## src/sv/lcd4seq_pkg.sv

```systemverilog
// ---------------------------------------------------------------------------
// lcd4seq_pkg
// Shared types, codes and the microcode table of the 4-bit LCD write
// sequencer.
// ---------------------------------------------------------------------------
`default_nettype none

package lcd4seq_pkg;

  // request kinds
  typedef enum logic [2:0] {
    CMD_NIBBLE = 3'd0,
    CMD_BYTE   = 3'd1,
    CMD_CHAR   = 3'd2,
    CMD_CURSOR = 3'd3,
    CMD_INIT   = 3'd4
  } cmd_t;

  // configuration register indexes
  typedef enum logic [1:0] {
    REG_ENABLE_PULSE = 2'd0,
    REG_CHAR_WAIT    = 2'd1,
    REG_CURSOR_WAIT  = 2'd2
  } reg_idx_t;

  localparam int unsigned ROM_DEPTH = 33;
  localparam int unsigned PC_W      = $clog2(ROM_DEPTH);

  // program entry points
  localparam logic [PC_W-1:0] ENTRY_BYTE   = PC_W'(0);
  localparam logic [PC_W-1:0] ENTRY_NIBBLE = PC_W'(2);
  localparam logic [PC_W-1:0] ENTRY_INIT   = PC_W'(4);

  localparam logic [7:0]  CURSOR_BASE       = 8'h80;
  localparam logic [7:0]  ENABLE_PULSE_RST  = 8'd1;
  localparam logic [15:0] CHAR_WAIT_RST     = 16'd46;
  localparam logic [15:0] CURSOR_WAIT_RST   = 16'd53;
  localparam logic [15:0] POWER_ON_WAIT_US  = 16'd15000;
  localparam logic [15:0] FIRST_NIB_WAIT_US = 16'd4300;
  localparam logic [15:0] NIB_WAIT_US       = 16'd150;
  localparam logic [15:0] BYTE_WAIT_US      = 16'd70;
  localparam logic [15:0] CLEAR_WAIT_US     = 16'd5000;

  typedef enum logic [1:0] {
    NIB_HIGH  = 2'd0,
    NIB_LOW   = 2'd1,
    NIB_CONST = 2'd2
  } nib_sel_t;

  typedef enum logic [1:0] {
    HOLD_PULSE = 2'd0,
    HOLD_ZERO  = 2'd1,
    HOLD_WAIT  = 2'd2,
    HOLD_CONST = 2'd3
  } hold_sel_t;

  // one control word per phase
  typedef struct packed {
    nib_sel_t    nib_sel;
    logic [3:0]  const_nib;
    logic        rs_use;
    logic        en;
    hold_sel_t   hold_sel;
    logic [15:0] const_hold;
    logic        last;
  } cw_t;

  // sequencer to datapath control
  typedef struct packed {
    logic            load;
    logic            step;
    cw_t             cw;
    logic [PC_W-1:0] pc;
  } ctrl_t;

  function automatic cw_t mk_cw(nib_sel_t nsel, logic [3:0] cnib, logic rs, logic en,
                                hold_sel_t hsel, logic [15:0] chold, logic last);
    cw_t w;
    w.nib_sel    = nsel;
    w.const_nib  = cnib;
    w.rs_use     = rs;
    w.en         = en;
    w.hold_sel   = hsel;
    w.const_hold = chold;
    w.last       = last;
    return w;
  endfunction

  // microcode: byte routine at 0..3 (nibble entry at 2), init at 4..32
  function automatic cw_t rom_word(logic [PC_W-1:0] addr);
    cw_t w;
    unique case (addr)
      6'd0:  w = mk_cw(NIB_HIGH,  4'h0, 1'b1, 1'b1, HOLD_PULSE, 16'd0, 1'b0);
      6'd1:  w = mk_cw(NIB_HIGH,  4'h0, 1'b1, 1'b0, HOLD_ZERO,  16'd0, 1'b0);
      6'd2:  w = mk_cw(NIB_LOW,   4'h0, 1'b1, 1'b1, HOLD_PULSE, 16'd0, 1'b0);
      6'd3:  w = mk_cw(NIB_LOW,   4'h0, 1'b1, 1'b0, HOLD_WAIT,  16'd0, 1'b1);
      6'd4:  w = mk_cw(NIB_CONST, 4'h0, 1'b0, 1'b0, HOLD_CONST, POWER_ON_WAIT_US, 1'b0);
      6'd5:  w = mk_cw(NIB_CONST, 4'h3, 1'b0, 1'b1, HOLD_PULSE, 16'd0, 1'b0);
      6'd6:  w = mk_cw(NIB_CONST, 4'h3, 1'b0, 1'b0, HOLD_CONST, FIRST_NIB_WAIT_US, 1'b0);
      6'd7:  w = mk_cw(NIB_CONST, 4'h3, 1'b0, 1'b1, HOLD_PULSE, 16'd0, 1'b0);
      6'd8:  w = mk_cw(NIB_CONST, 4'h3, 1'b0, 1'b0, HOLD_CONST, NIB_WAIT_US, 1'b0);
      6'd9:  w = mk_cw(NIB_CONST, 4'h3, 1'b0, 1'b1, HOLD_PULSE, 16'd0, 1'b0);
      6'd10: w = mk_cw(NIB_CONST, 4'h3, 1'b0, 1'b0, HOLD_CONST, NIB_WAIT_US, 1'b0);
      6'd11: w = mk_cw(NIB_CONST, 4'h2, 1'b0, 1'b1, HOLD_PULSE, 16'd0, 1'b0);
      6'd12: w = mk_cw(NIB_CONST, 4'h2, 1'b0, 1'b0, HOLD_CONST, NIB_WAIT_US, 1'b0);
      // function set 0x28
      6'd13: w = mk_cw(NIB_CONST, 4'h2, 1'b0, 1'b1, HOLD_PULSE, 16'd0, 1'b0);
      6'd14: w = mk_cw(NIB_CONST, 4'h2, 1'b0, 1'b0, HOLD_ZERO,  16'd0, 1'b0);
      6'd15: w = mk_cw(NIB_CONST, 4'h8, 1'b0, 1'b1, HOLD_PULSE, 16'd0, 1'b0);
      6'd16: w = mk_cw(NIB_CONST, 4'h8, 1'b0, 1'b0, HOLD_CONST, BYTE_WAIT_US, 1'b0);
      // display off 0x08
      6'd17: w = mk_cw(NIB_CONST, 4'h0, 1'b0, 1'b1, HOLD_PULSE, 16'd0, 1'b0);
      6'd18: w = mk_cw(NIB_CONST, 4'h0, 1'b0, 1'b0, HOLD_ZERO,  16'd0, 1'b0);
      6'd19: w = mk_cw(NIB_CONST, 4'h8, 1'b0, 1'b1, HOLD_PULSE, 16'd0, 1'b0);
      6'd20: w = mk_cw(NIB_CONST, 4'h8, 1'b0, 1'b0, HOLD_CONST, BYTE_WAIT_US, 1'b0);
      // clear 0x01
      6'd21: w = mk_cw(NIB_CONST, 4'h0, 1'b0, 1'b1, HOLD_PULSE, 16'd0, 1'b0);
      6'd22: w = mk_cw(NIB_CONST, 4'h0, 1'b0, 1'b0, HOLD_ZERO,  16'd0, 1'b0);
      6'd23: w = mk_cw(NIB_CONST, 4'h1, 1'b0, 1'b1, HOLD_PULSE, 16'd0, 1'b0);
      6'd24: w = mk_cw(NIB_CONST, 4'h1, 1'b0, 1'b0, HOLD_CONST, CLEAR_WAIT_US, 1'b0);
      // entry mode 0x06
      6'd25: w = mk_cw(NIB_CONST, 4'h0, 1'b0, 1'b1, HOLD_PULSE, 16'd0, 1'b0);
      6'd26: w = mk_cw(NIB_CONST, 4'h0, 1'b0, 1'b0, HOLD_ZERO,  16'd0, 1'b0);
      6'd27: w = mk_cw(NIB_CONST, 4'h6, 1'b0, 1'b1, HOLD_PULSE, 16'd0, 1'b0);
      6'd28: w = mk_cw(NIB_CONST, 4'h6, 1'b0, 1'b0, HOLD_CONST, BYTE_WAIT_US, 1'b0);
      // display on 0x0F
      6'd29: w = mk_cw(NIB_CONST, 4'h0, 1'b0, 1'b1, HOLD_PULSE, 16'd0, 1'b0);
      6'd30: w = mk_cw(NIB_CONST, 4'h0, 1'b0, 1'b0, HOLD_ZERO,  16'd0, 1'b0);
      6'd31: w = mk_cw(NIB_CONST, 4'hF, 1'b0, 1'b1, HOLD_PULSE, 16'd0, 1'b0);
      6'd32: w = mk_cw(NIB_CONST, 4'hF, 1'b0, 1'b0, HOLD_CONST, BYTE_WAIT_US, 1'b1);
      default: w = mk_cw(NIB_CONST, 4'h0, 1'b0, 1'b0, HOLD_ZERO, 16'd0, 1'b1);
    endcase
    return w;
  endfunction

endpackage

`default_nettype wire

```

## src/sv/lcd4seq_seq.sv

```systemverilog
// ---------------------------------------------------------------------------
// lcd4seq_seq
// Step counter and microcode fetch: dispatches a request to its entry
// point and walks the table one phase per free output slot.
// ---------------------------------------------------------------------------
`default_nettype none

module lcd4seq_seq
  import lcd4seq_pkg::*;
(
  input  wire logic       clk,
  input  wire logic       rst,
  input  wire logic       in_valid,
  output logic            in_ready,
  input  wire logic [2:0] command,
  output logic            out_valid,
  input  wire logic       out_ready,
  output ctrl_t           ctrl
);

  logic            busy;
  logic [PC_W-1:0] pc;
  logic            accept;
  logic            step;
  logic            entry_ok;
  logic [PC_W-1:0] entry_pc;
  cw_t             cw;

  assign in_ready = !busy;
  assign accept   = in_valid && in_ready;
  assign step     = busy && (!out_valid || out_ready);
  assign cw       = rom_word(pc);

  // entry dispatch by request kind
  always_comb begin
    entry_ok = 1'b1;
    entry_pc = ENTRY_BYTE;
    case (command)
      CMD_NIBBLE: entry_pc = ENTRY_NIBBLE;
      CMD_BYTE, CMD_CHAR, CMD_CURSOR: entry_pc = ENTRY_BYTE;
      CMD_INIT: entry_pc = ENTRY_INIT;
      default: entry_ok = 1'b0;
    endcase
  end

  always_ff @(posedge clk) begin
    if (rst) begin
      busy      <= 1'b0;
      pc        <= ENTRY_BYTE;
      out_valid <= 1'b0;
    end else begin
      if (accept && entry_ok) begin
        busy <= 1'b1;
        pc   <= entry_pc;
      end else if (step) begin
        if (cw.last) begin
          busy <= 1'b0;
        end else begin
          pc <= pc + PC_W'(1);
        end
      end
      if (step) begin
        out_valid <= 1'b1;
      end else if (out_ready) begin
        out_valid <= 1'b0;
      end
    end
  end

  assign ctrl.load = accept;
  assign ctrl.step = step;
  assign ctrl.cw   = cw;
  assign ctrl.pc   = pc;

endmodule

`default_nettype wire

```

## src/sv/lcd4seq_dp.sv

```systemverilog
// ---------------------------------------------------------------------------
// lcd4seq_dp
// Datapath: configuration registers, request operand latch and the
// phase output register driven by the current control word.
// ---------------------------------------------------------------------------
`default_nettype none

module lcd4seq_dp
  import lcd4seq_pkg::*;
(
  input  wire logic        clk,
  input  wire logic        rst,
  input  wire logic        cfg_write,
  input  wire logic [1:0]  cfg_index,
  input  wire logic [15:0] cfg_data,
  input  wire ctrl_t       ctrl,
  input  wire logic [2:0]  command,
  input  wire logic [7:0]  value,
  input  wire logic        row,
  input  wire logic [5:0]  column,
  input  wire logic [15:0] wait_us,
  output logic [3:0]       data_nibble,
  output logic             register_select,
  output logic             enable,
  output logic [15:0]      hold_us,
  output logic             last
);

  logic [7:0]  pulse_us;
  logic [15:0] char_wait;
  logic [15:0] cursor_wait;
  logic [7:0]  op_byte;
  logic        op_rs;
  logic [15:0] op_wait;
  logic [7:0]  op_byte_next;
  logic        op_rs_next;
  logic [15:0] op_wait_next;
  logic [3:0]  nib_next;
  logic [15:0] hold_next;

  always_ff @(posedge clk) begin
    if (rst) begin
      pulse_us    <= ENABLE_PULSE_RST;
      char_wait   <= CHAR_WAIT_RST;
      cursor_wait <= CURSOR_WAIT_RST;
    end else if (cfg_write) begin
      case (cfg_index)
        REG_ENABLE_PULSE: pulse_us    <= cfg_data[7:0];
        REG_CHAR_WAIT:    char_wait   <= cfg_data;
        REG_CURSOR_WAIT:  cursor_wait <= cfg_data;
        default: ;
      endcase
    end
  end

  // operand for the byte routine
  always_comb begin
    op_byte_next = value;
    op_rs_next   = 1'b0;
    op_wait_next = wait_us;
    case (command)
      CMD_NIBBLE: op_byte_next = {4'h0, value[3:0]};
      CMD_CHAR: begin
        op_rs_next   = 1'b1;
        op_wait_next = char_wait;
      end
      CMD_CURSOR: begin
        op_byte_next = CURSOR_BASE | {1'b0, row, column};
        op_wait_next = cursor_wait;
      end
      default: ;
    endcase
  end

  always_ff @(posedge clk) begin
    if (ctrl.load) begin
      op_byte <= op_byte_next;
      op_rs   <= op_rs_next;
      op_wait <= op_wait_next;
    end
  end

  always_comb begin
    unique case (ctrl.cw.nib_sel)
      NIB_HIGH:  nib_next = op_byte[7:4];
      NIB_LOW:   nib_next = op_byte[3:0];
      NIB_CONST: nib_next = ctrl.cw.const_nib;
      default:   nib_next = ctrl.cw.const_nib;
    endcase
    unique case (ctrl.cw.hold_sel)
      HOLD_PULSE: hold_next = {8'h00, pulse_us};
      HOLD_ZERO:  hold_next = 16'd0;
      HOLD_WAIT:  hold_next = op_wait;
      HOLD_CONST: hold_next = ctrl.cw.const_hold;
      default:    hold_next = 16'd0;
    endcase
  end

  always_ff @(posedge clk) begin
    if (ctrl.step) begin
      data_nibble     <= nib_next;
      register_select <= ctrl.cw.rs_use && op_rs;
      enable          <= ctrl.cw.en;
      hold_us         <= hold_next;
      last            <= ctrl.cw.last;
    end
  end

endmodule

`default_nettype wire

```

## src/sv/char_lcd_four_bit_write_sequencer_core.sv

```systemverilog
// ---------------------------------------------------------------------------
// char_lcd_four_bit_write_sequencer_core
// Turns one LCD request into the pin phases of a 4-bit character LCD bus.
// ---------------------------------------------------------------------------
// start: the request loads the step counter, then its first phase enters the
//   output register, then one phase per cycle while out_ready is high
// phases: n per request (2 nibble, 4 byte, char or cursor, 29 init), set by
//   the single step counter walking the microcode, one request at a time
// reset: synchronous; registers return to 1 / 46 / 53 us, sequencer idle
`default_nettype none

module char_lcd_four_bit_write_sequencer_core
  import lcd4seq_pkg::*;
(
  input  wire logic        clk,
  input  wire logic        rst,
  // configuration write port
  input  wire logic        cfg_write,
  input  wire logic [1:0]  cfg_index,
  input  wire logic [15:0] cfg_data,
  // request channel
  input  wire logic        in_valid,
  output logic             in_ready,
  input  wire logic [2:0]  command,
  input  wire logic [7:0]  value,
  input  wire logic        row,
  input  wire logic [5:0]  column,
  input  wire logic [15:0] wait_us,
  // phase channel
  output logic             out_valid,
  input  wire logic        out_ready,
  output logic [3:0]       data_nibble,
  output logic             register_select,
  output logic             enable,
  output logic [15:0]      hold_us,
  output logic             last
);

  ctrl_t ctrl;

  // step counter and microcode table; a new request is taken as soon as
  // the final phase of the previous one is in the output register
  lcd4seq_seq u_seq (
    .clk       (clk),
    .rst       (rst),
    .in_valid  (in_valid),
    .in_ready  (in_ready),
    .command   (command),
    .out_valid (out_valid),
    .out_ready (out_ready),
    .ctrl      (ctrl)
  );

  // operand latch, settings and the phase output register
  lcd4seq_dp u_dp (
    .clk             (clk),
    .rst             (rst),
    .cfg_write       (cfg_write),
    .cfg_index       (cfg_index),
    .cfg_data        (cfg_data),
    .ctrl            (ctrl),
    .command         (command),
    .value           (value),
    .row             (row),
    .column          (column),
    .wait_us         (wait_us),
    .data_nibble     (data_nibble),
    .register_select (register_select),
    .enable          (enable),
    .hold_us         (hold_us),
    .last            (last)
  );

  // an init transaction must keep the sequencer busy
  a_init_busy: assert property (@(posedge clk) disable iff (rst)
    (in_valid && in_ready && command == CMD_INIT) |=> !in_ready)
    else $error("init request did not start the sequencer");

  // every request ends on an enable-low phase
  a_last_low: assert property (@(posedge clk) disable iff (rst)
    (out_valid && last) |-> !enable)
    else $error("final phase has enable high");

  // step counter stays inside the microcode table
  a_pc_range: assert property (@(posedge clk) disable iff (rst)
    !in_ready |-> (ctrl.pc < PC_W'(ROM_DEPTH)))
    else $error("step counter outside microcode table");

  // a phase is only written into a free output slot
  a_step_free: assert property (@(posedge clk) disable iff (rst)
    ctrl.step |-> (!out_valid || out_ready))
    else $error("phase overwrote a pending transaction");

endmodule

`default_nettype wire

```

## config.mk

```make
export PLATFORM = sky130hd
export DESIGN_NAME = char_lcd_four_bit_write_sequencer_core
export DESIGN_NICKNAME = d
export VERILOG_FILES = /design/src/sv/lcd4seq_pkg.sv /design/src/sv/lcd4seq_seq.sv /design/src/sv/lcd4seq_dp.sv /design/src/sv/char_lcd_four_bit_write_sequencer_core.sv
export SDC_FILE = /design/constraint.sdc
export NUM_CORES = 1
export LEC_CHECK = 0
export BUFFER_PORTS_ARGS = -buffer_cell sky130_fd_sc_hd__buf_2
export CORE_MARGIN = 2
export CORE_UTILIZATION = 35
export DETAILED_ROUTE_END_ITERATION = 6
export PLACE_DENSITY_LB_ADDON = 0.3
export SLEW_MARGIN = 10
export SYNTH_ARGS = -nofsm -noshare
export SYNTH_HDL_FRONTEND = slang
export SYNTH_SLANG_ARGS = --single-unit
```

## constraint.sdc

```tcl
create_clock -name clk -period 5.27 [get_ports clk]
set_clock_uncertainty 0.1 [all_clocks]
set_input_delay 1.054 -clock clk [delete_from_list [all_inputs] [get_ports clk]]
set_output_delay 1.054 -clock clk [all_outputs]
set_load 0.01 [all_outputs]
```

; Word level (Yosys, flattened, before mapping)
; Memory sizes are Yosys's and may differ from the RTL's. A register that Yosys moved wholly into a read port is not among the register bits.
; Index checks and enable logic that the tools add are counted.
; Widths: inputs -> output; s select.
[op_classes]
n_addsub = 1
n_eq_ne = 11
muxes = 17
n_reduce_logical = 20
[ops]
columns = cell, count
row1 = $pmux 16 s4, 1
row2 = $pmux 16 s2, 1
row3 = $mux 6, 5
row4 = $pmux 8 s2, 1
row5 = $reduce_and 2->1, 5
row6 = $pmux 4 s2, 1
row7 = $mux 1, 7
row8 = $add 6x1->6 const B, 1
row9 = $eq 2x1->1 const B, 3
row10 = $eq 2x2->1 const B, 3
row11 = $eq 3x2->1 const B, 2
row12 = $logic_not 2->1, 3
row13 = $pmux 3 s2, 1
row14 = $reduce_bool 2->1, 3
row15 = $reduce_or 5->1, 1
row16 = $logic_and 1x1->1, 4
row17 = $eq 3x1->1 const B, 1
row18 = $eq 3x3->1 const B, 1
row19 = $logic_not 3->1, 1
row20 = $logic_not 1->1, 2
row21 = $ne 2x2->1 const B, 1
row22 = $logic_or 1x1->1, 1
[word_totals]
regBits = 96
romBits = 1408
in_bits = 57
out_inout_bits = 25
elab_cells = 64
mem_count = 1
[mem_list]
columns = name, depth, word_bits, rd, rd_clocked_by_memory_dff, write_ports, line_no
row1 = (name not given), 64, 22, 1, 1, 0, lcd4seq_pkg.sv:92  ; unique case (addr)

; Logic depth before layout (Yosys ltp)
; Gate-level depths: netlist (run 1).
[logic_depth]
word_depth = 8
mapped_depth = 12
ltp_nobuf = 10

; Hierarchy
; From an unflattened synthesis (run 1), not the netlist that was laid out.
[hier_totals]
hier_cells = 547
hier_area_um2 = 5411.4
[modules_own_cells]
columns = mod, n_inst, cells_each, area_per_inst_um2, seq_area_each_um2
row1 = lcd4seq_dp, 1, 360, 3757.4, 2242.2
row2 = lcd4seq_seq, 1, 187, 1654.1, 560.5

; Least setup slack after synthesis (run 1)
; Ideal clock, no wire load.
[synth_path]
kind = input to register
startpoint = input port in_valid
endpoint = register, netlist name u_seq.cw[3]
setup_time_ns = 0.064
arrival_time_ns = 4.132
required_ns = 5.106
path_slack_ns = 0.974
path_stages = 11
n_path_buf = 1
path_cell_list = nor2b_1 -> a22oi_4 -> nand2_1 -> a21oi_1 -> inv_1 -> ha_1 -> clkbuf_1 -> nand2_1 -> or3_4 -> nand2b_4 -> nand4_1
[synth_via]
elab_chain_cells = 6
elab_cells_between_ends = 8
classes_between = 1 x eq/ne / 3 x mux / 4 x reduce/logical
[synth_lines]
columns = element, line_no
row1 = start: declaration, char_lcd_four_bit_write_sequencer_core.sv:22  ; input wire logic in_valid,
row2 = $logic_and 1x1->1 *, lcd4seq_seq.sv:30  ; assign accept = in_valid && in_ready;
row3 = $logic_and 1x1->1 *, lcd4seq_seq.sv:52  ; if (accept && entry_ok) begin
row4 = $ne 2x2->1 (no source line) or $reduce_bool 2->1 (tied branches), --
row5 = $reduce_and 2->1 (no source line), --
row6 = $mux 6 (no source line) * (2 in series), --
; Every way passes the cells marked *; elsewhere a longest branch is shown, timed or not.
; A chain may end at the register's enable or synchronous reset.

; Final worst setup path (run 1)
[layout_path]
startpoint = input port command[0]
endpoint = register, netlist name u_seq.cw[18]
[layout_via]
elab_chain_cells = 8
elab_cells_between_ends = 15
classes_between = 5 x eq/ne / 5 x mux / 5 x reduce/logical
[layout_lines]
columns = element, line_no
row1 = start: declaration, char_lcd_four_bit_write_sequencer_core.sv:24  ; input wire logic [2:0] command,
row2 = "$eq 3x1->1, or another cell as far along", lcd4seq_seq.sv:38  ; case (command)
row3 = $reduce_or 5->1 (no source line), --
row4 = $mux 1, lcd4seq_seq.sv:38
row5 = $logic_and 1x1->1, lcd4seq_seq.sv:52
row6 = $ne 2x2->1 (no source line) or $reduce_bool 2->1 (tied branches), --
row7 = $reduce_and 2->1 (no source line), --
row8 = $mux 6 (no source line) * (2 in series), --
; Marked as above.

==> metrics.md, run 1 <==
| Metric | Value |
|---|---|
| Outcome | complete, no violations |
| Number of H-tree levels | 4 |
| Max Cap Violations | 0 |
| Synthesized area per cell | 10.07 sq um |
| Static Leak | 2.529 nW |
| Most Crowded Layer GR | met2 |
| Final instance area | 6349 sq um |
| EDFF count, synth | 48 |
| CP Launch Type | primary input |
| Tcrit/Tclk final | 0.6929 |
| Largest net degree at the start of global routing | 53 |
| Std-Cell Rows | 44 |
| Fraction of layout instances using a drive strength above 1 | 0.2360 |
| TritonCTS buffer count | 17 |
| Power density cells | 363.3 nW/um^2 |
| Fin util | 0.4368 |
| Largest stage delay on the critical path | 0.53 ns |
| Cell mode on critical path | nand4_1 |
| CTS sink cnt | 116 |
| CP max FO | 22 |
| Initial antenna violation count | 0 |
| Clock latency on the worst-skew pair | 0.41 ns |
| Residual overflow from global routing | 0 |
| Chip Width | 126.2 microns |
| Area growth syn-to-layout | 21.53% |
| YS warnings | 0 |
| M2 GR Usage | 0.2679 |
| Routed length per instance | 16.39 microns |
| FILL cells | 1,402 |
| Syn Std Cell Area | 5224 sq um |
| First-pass GRT wire length | 20,560 microns |
| Final Hold Viols | 0 |
| Routed vias | 4,009 |
| Max Slew Vio Count | 0 |
| Worst-path clk slew | 0.05 ns |
| VDD IR-drop max | 0.2520 mV |
| Cell count after synthesis | 519 |
| Setup Viol. Count Final | 0 |
| Root buf cell | clkbuf_16 |
| Crit Path Class | in2reg |
| Nets | 657 |
| Synth Register Bits | 116 |
| Most used flip-flop cell after synthesis | dfxtp_1 |
| Largest cells by area after synthesis | edfxtp_1 28%, dfxtp_1 26%, nand2_1 7.5% |
| Die H | 126.2 microns |
| DR iter-0 viols | 279 |
| Cell taking the most area after synthesis | edfxtp_1 |
| Design Power | 0.002306 W |
| Hold buffer count at cts | 0 |
| Final wirelength | 12,950 microns |
| Post-route ant nets | 0 |
| Met3 Resource Use GR | 0.04758 |
| 1st-pass router iterations | 5 |
| Post-CTS sizing | 0 |
| Core ar. | 14,530 sq um |
| Met1 global-route usage | 0.2197 |
| Placed Area | 5771 sq um |
| Yosys top cell area share | 0.2759 |
| Register area share after synthesis | 0.5365 |
| Synth async-reset ratio | 0 |
| FMAX | 273.9 MHz |
| Worst Tran Pin Value | 1.209 ns |
| Gpl congestion | 0.8341 |
| Mapped Nets | 583 |
| IO Pins | 82 |
| Vias in the first global route | 3,985 |
| Initial Util | 0.3594 |
| Full die area | 15,920 sq um |
| Setup Total Neg Slack | 0 ns |
| Antenna cells | 0 |
| HPWL after detailed placement | 9206 microns |
| Unrepaired setup endpoints after global routing | no |
| Req. time, crit path | 5.44 ns |
| Input/output buffers | 81 |
| CTS Buffer Depth | 2 |
| Crit path time final | 3.651 ns |
| CTS tree | done |
| Worst Path Arrival | 3.82 ns |
| Hold Crit Class | reg2reg |
| Worst-path cell chain | buf_2, o21ai_1, a22oi_4, nand2_1, a21oi_1, inv_1, ha_1, or3_1, nand4_1, nand4_1 |
| Gr usage total | 0.1675 |
| Slew HR | 0.1909 |
| Slowest CP cell | buf_2 |
| Synth cell types | 56 |
| Worst setup EP type | flop |
| Post-CTS Setup Bufs | 0 |
| Via/cell ratio | 5.075 |
| Drc violations | 0 |
## routing by layer
layer  share of wire  wire, microns
met4           0.016            203
met5               0              0
met2            0.47           6099
met1            0.47           6082
met3           0.044            566
## layout by cell type (no fill, tap or decap), drive strengths merged, types with 11 or more instances in the layout
master  synthesis  routed
inv            10      15
mux2i          36      36
o21ai          35      35
a21oi          43      43
dfxtp          68      68
edfxtp         48      48
buf             6      84
nand2         104     104
nor2b          11      11
clkbuf         23      20
nor2           25      25
## final cells by class
type | count | area (sq um) | share of cell area
flip-flops and latches | 116 | 2803 | 0.4415
multi-input cells | 364 | 2272 | 0.3579
clock buffers | 20 | 489.2 | 0.07706
repair buffers | 84 | 427.9 | 0.06740
well taps | 184 | 230.2 | 0.03626
clock inverters | 12 | 88.84 | 0.01399
inverters | 10 | 37.54 | 0.005912
## cell usage after synthesis, types with 10 or more instances
cell,n
a21oi_1,40
clkbuf_1,22
dfxtp_1,68
edfxtp_1,48
inv_1,10
mux2_2,10
mux2i_1,35
nand2_1,104
nand3b_1,10
nor2_1,25
nor2b_1,11
o21ai_0,33
## worst max-delay path, delay by kind of cell
family                     cells  cell delay, ns
AOI/OAI and AO/OA              3            0.98
and+or+nand+nor                4            0.76
adders and majority gates      1            0.35
buffers and inverters          2            0.67
## final timing paths
kind,endpoint,cells past startpoint,slack [ns],startpoint
min,u_dp.enable$_DFFE_PP_,0,0.30,u_seq.cw[19]$_SDFF_PP0_
max reg2reg,u_seq.cw[3]$_DFF_P_,8,2.23,u_seq.busy$_SDFFE_PP0P_
min reg2reg,u_dp.enable$_DFFE_PP_,0,0.30,u_seq.cw[19]$_SDFF_PP0_
max,u_seq.cw[18]$_DFF_P_,10,1.62,command[0]
## flip-flops by register name, indices dropped and copies added, names as in the netlist, 4 cells and up
name / cells
u_dp.cursor_wait: 16
u_dp.pulse_us: 8
u_seq.pc: 6
u_dp.data_nibble: 4
u_seq.cw: 20
u_dp.op_wait: 16
u_dp.hold_us: 16
u_dp.op_byte: 8
u_dp.char_wait: 16
## power breakdown
group | switching [W] | internal [W]
clock network | 0.000428 | 0.000674
logic | 0.000117 | 0.0000771
registers | 0.0000234 | 0.000987
total | 0.000568 | 0.00174
## logic make-up after synthesis
| family | share of synthesized area |
|---|---|
| DFF | 0.5365 |
| buffers and inverters | 0.02946 |
| AOI/OAI and AO/OA | 0.1365 |
| adders and majority gates | 0.01677 |
| muxes | 0.09293 |
| xor gates and xnor gates | 0.005031 |
| and+or+nand+nor | 0.1828 |
## through the flow
stage          worst slack (ns)  hold slack (ns)  cells
2_1_floorplan            0.9736           0.2855    519
3_3_place_gp              1.283           0.2895    758
3_5_place_dp              1.209           0.2919    758
4_1_cts                   1.632           0.3050    790
5_1_grt                   1.439           0.3232    790
6_report                  1.619           0.3030    790
Note: power is estimated with default switching activity, not from simulation.
==> run 2, diff against run 1 <==
==> constraint.sdc (replaced) <==
create_clock -name clk -period 3.25 [get_ports clk]
set_clock_uncertainty 0.1 [all_clocks]
set_input_delay 0.65 -clock clk [delete_from_list [all_inputs] [get_ports clk]]
set_output_delay 0.65 -clock clk [all_outputs]
set_load 0.01 [all_outputs]
==> metrics.md, run 2 (synthesized netlist as in run 1, its figures left out) <==
| Metric | Value |
|---|---|
| Setup Viol. Count Final | 0 (unchanged) |
| Slew HR | 0.5098 (+0.3189) |
| Max Cap Violations | 0 (unchanged) |
| DR iter-0 viols | 267 (-4.3%) |
| Req. time, crit path | 3.41 ns (-2.03 ns) |
| Unrepaired setup endpoints after global routing | no |
| CTS tree | done |
| Hold Crit Class | reg2reg |
| TritonCTS buffer count | 17 (unchanged) |
| Worst Tran Pin Value | 0.7331 ns (-0.4761 ns) |
| First-pass GRT wire length | 21,470 microns (+4.4%) |
| Most frequent cells in the layout | 104 x nand2_1, 81 x buf_2, 68 x dfxtp_1, 48 x edfxtp_1, 40 x a21oi_1 |
| Chip Width | 126.2 microns (unchanged) |
| Sw frac | 0.2359 (-0.01030) |
| Number of H-tree levels | 4 (unchanged) |
| Post-route ant nets | 0 (unchanged) |
| Fraction of layout instances using a drive strength above 1 | 0.2480 (+0.01200) |
| Residual overflow from global routing | 0 (unchanged) |
| Most common cell after layout, fill and taps aside | nand2_1 |
| Area growth syn-to-layout | 23.64% |
| FILL cells | 1,425 (+1.6%) |
| Psw | 0.0008991 W (+58%) |
| FMAX | 370.2 MHz |
| Most Crowded Layer GR | met2 |
| Final Hold Viols | 0 (unchanged) |
| P_int | 0.002912 W (+67%) |
| CP Launch Type | flop |
| Fin util | 0.4444 (+0.007576) |
| Full die area | 15,920 sq um (unchanged) |
| Via/cell ratio | 5.097 (+0.45%) |
| Max Slew Vio Count | 0 (unchanged) |
| Setup Total Neg Slack | 0 ns (unchanged) |
| Root buf cell | clkbuf_16 |
| Antenna cells | 0 (unchanged) |
| IO Pins | 82 (unchanged) |
| Input/output buffers | 81 (unchanged) |
| Clock network power share | 0.484 (+0.006) |
| Worst reg2reg setup slack | 0.55 ns (-1.68 ns) |
| Gr usage total | 0.1735 (+0.005913) |
| Routed vias | 4,083 (+1.8%) |
| Std-Cell Rows | 44 (unchanged) |
| Nets | 668 (+1.7%) |
| Initial Util | 0.3594 (unchanged) |
| Static Leak | 2.598 nW (+2.8%) |
| Initial antenna violation count | 0 (unchanged) |
| CTS sink cnt | 116 (unchanged) |
| Tcrit/Tclk final | 0.8311 |
| Post-CTS Setup Bufs | 0 (unchanged) |
| Largest net degree at the start of global routing | 46 (-13%) |
| Final instance area | 6459 sq um (+1.7%) |
| Routed length per instance | 16.81 microns (+2.5%) |
| 1st-pass router iterations | 4 (-1) |
| HPWL after detailed placement | 9549 microns (+3.7%) |
| Gate power share | 0.085 (about the same) |
| CP max FO | 9 (-59%) |
| Die H | 126.2 microns (unchanged) |
| Core ar. | 14,530 sq um (unchanged) |
| Met1 global-route usage | 0.2286 (+0.008941) |
| Gpl congestion | 0.8408 (+0.80%) |
| Max FFs per register | 20 (unchanged) |
| Clock latency on the worst-skew pair | 0.41 ns (about the same) |
| CTS Buffer Depth | 2 (unchanged) |
| Outcome | complete, no violations |
| Power share of the sequential group | 0.431 (-0.007) |
| Crit path time final | 2.701 ns |
| Smallest hold slack | 0.3084 ns (+0.005341 ns) |
| Final wirelength | 13,460 microns (+3.9%) |
| Worst Path Arrival | 2.86 ns (-0.96 ns) |
| Crit Path Class | reg2reg |
| Post-CTS sizing | 0 (unchanged) |
| Placed Area | 5858 sq um (+1.5%) |
| Worst-path clk slew | 0.05 ns (about the same) |
| Design Power | 0.003811 W (+65%) |
| Drc violations | 0 (unchanged) |
| Hold buffer count at cts | 0 (unchanged) |
| M2 GR Usage | 0.2685 (+0.0006325) |
| Vias in the first global route | 4,153 (+4.2%) |
| Worst setup EP type | flop |
| Power density cells | 590.0 nW/um^2 (+62%) |
| Met3 Resource Use GR | 0.03993 (-0.007647) |
| VDD IR-drop max | 0.4095 mV (+62%) |
run 2: cell types whose count changed in the layout (fill, tap and decap cells not counted), sizes merged:
cell / delta
clkbuf: +4
buf: +11
clkinv: -4
run 2: layout make-up:
type	instances	area, sq um	share of cell area
timing repair buffer	95	510.5	0.07904
sequential	116	2803	0.4339
clock buffer	24	545.5	0.08446
inverter	10	37.54	0.005812
tap	184	230.2	0.03565
multi-input combinational	364	2277	0.3526
clock inverter	8	55.05	0.008524
run 2: metal layers:
layer | vias to the layer above | wire length, microns
met5 | - | 0
met4 | 0 | 352
met3 | 24 | 553
met2 | 106 | 6316
met1 | 1940 | 6239
li1 | 2013 | -
run 2: worst max-delay path, cell delays in order, from the launching register on:
cell and delay (ns):
dfxtp_1 0.38, or4b_4 0.58, nor2_1 0.11, a21oi_1 0.07, a21oi_1 0.22, inv_1 0.11
ha_1 0.34, or3_1 0.38, nand4_1 0.14, o21ai_0 0.12
run 2: power groups by stage:
stage / registers (W) / clock network (W) / logic [W]
detailed placement: 0.00167 / 0 / 0.000327
global placement: 0.00167 / 0 / 0.000321
global route: 0.00165 / 0.00194 / 0.000359
floorplan: 0.00166 / 0 / 0.000196
CTS: 0.00164 / 0.00188 / 0.000328
finish: 0.00164 / 0.00184 / 0.000325
run 2: path summary, 6_finish.rpt:
kind	start	to	cells past startpoint
max	u_seq.busy$_SDFFE_PP0P_	u_seq.cw[8]$_SDFF_PP0_	9
min reg2reg	u_seq.cw[19]$_SDFF_PP0_	u_dp.enable$_DFFE_PP_	0
max reg2reg	u_seq.busy$_SDFFE_PP0P_	u_seq.cw[8]$_SDFF_PP0_	9
min	u_seq.cw[19]$_SDFF_PP0_	u_dp.enable$_DFFE_PP_	0
run 2: per-stage QoR:
step	std cells	worst slack, ns
2_1_floorplan	519	0.2410
3_3_place_gp	769	0.3303
3_5_place_dp	769	0.2159
4_1_cts	801	0.5823
5_1_grt	801	0.3168
6_report	801	0.5490
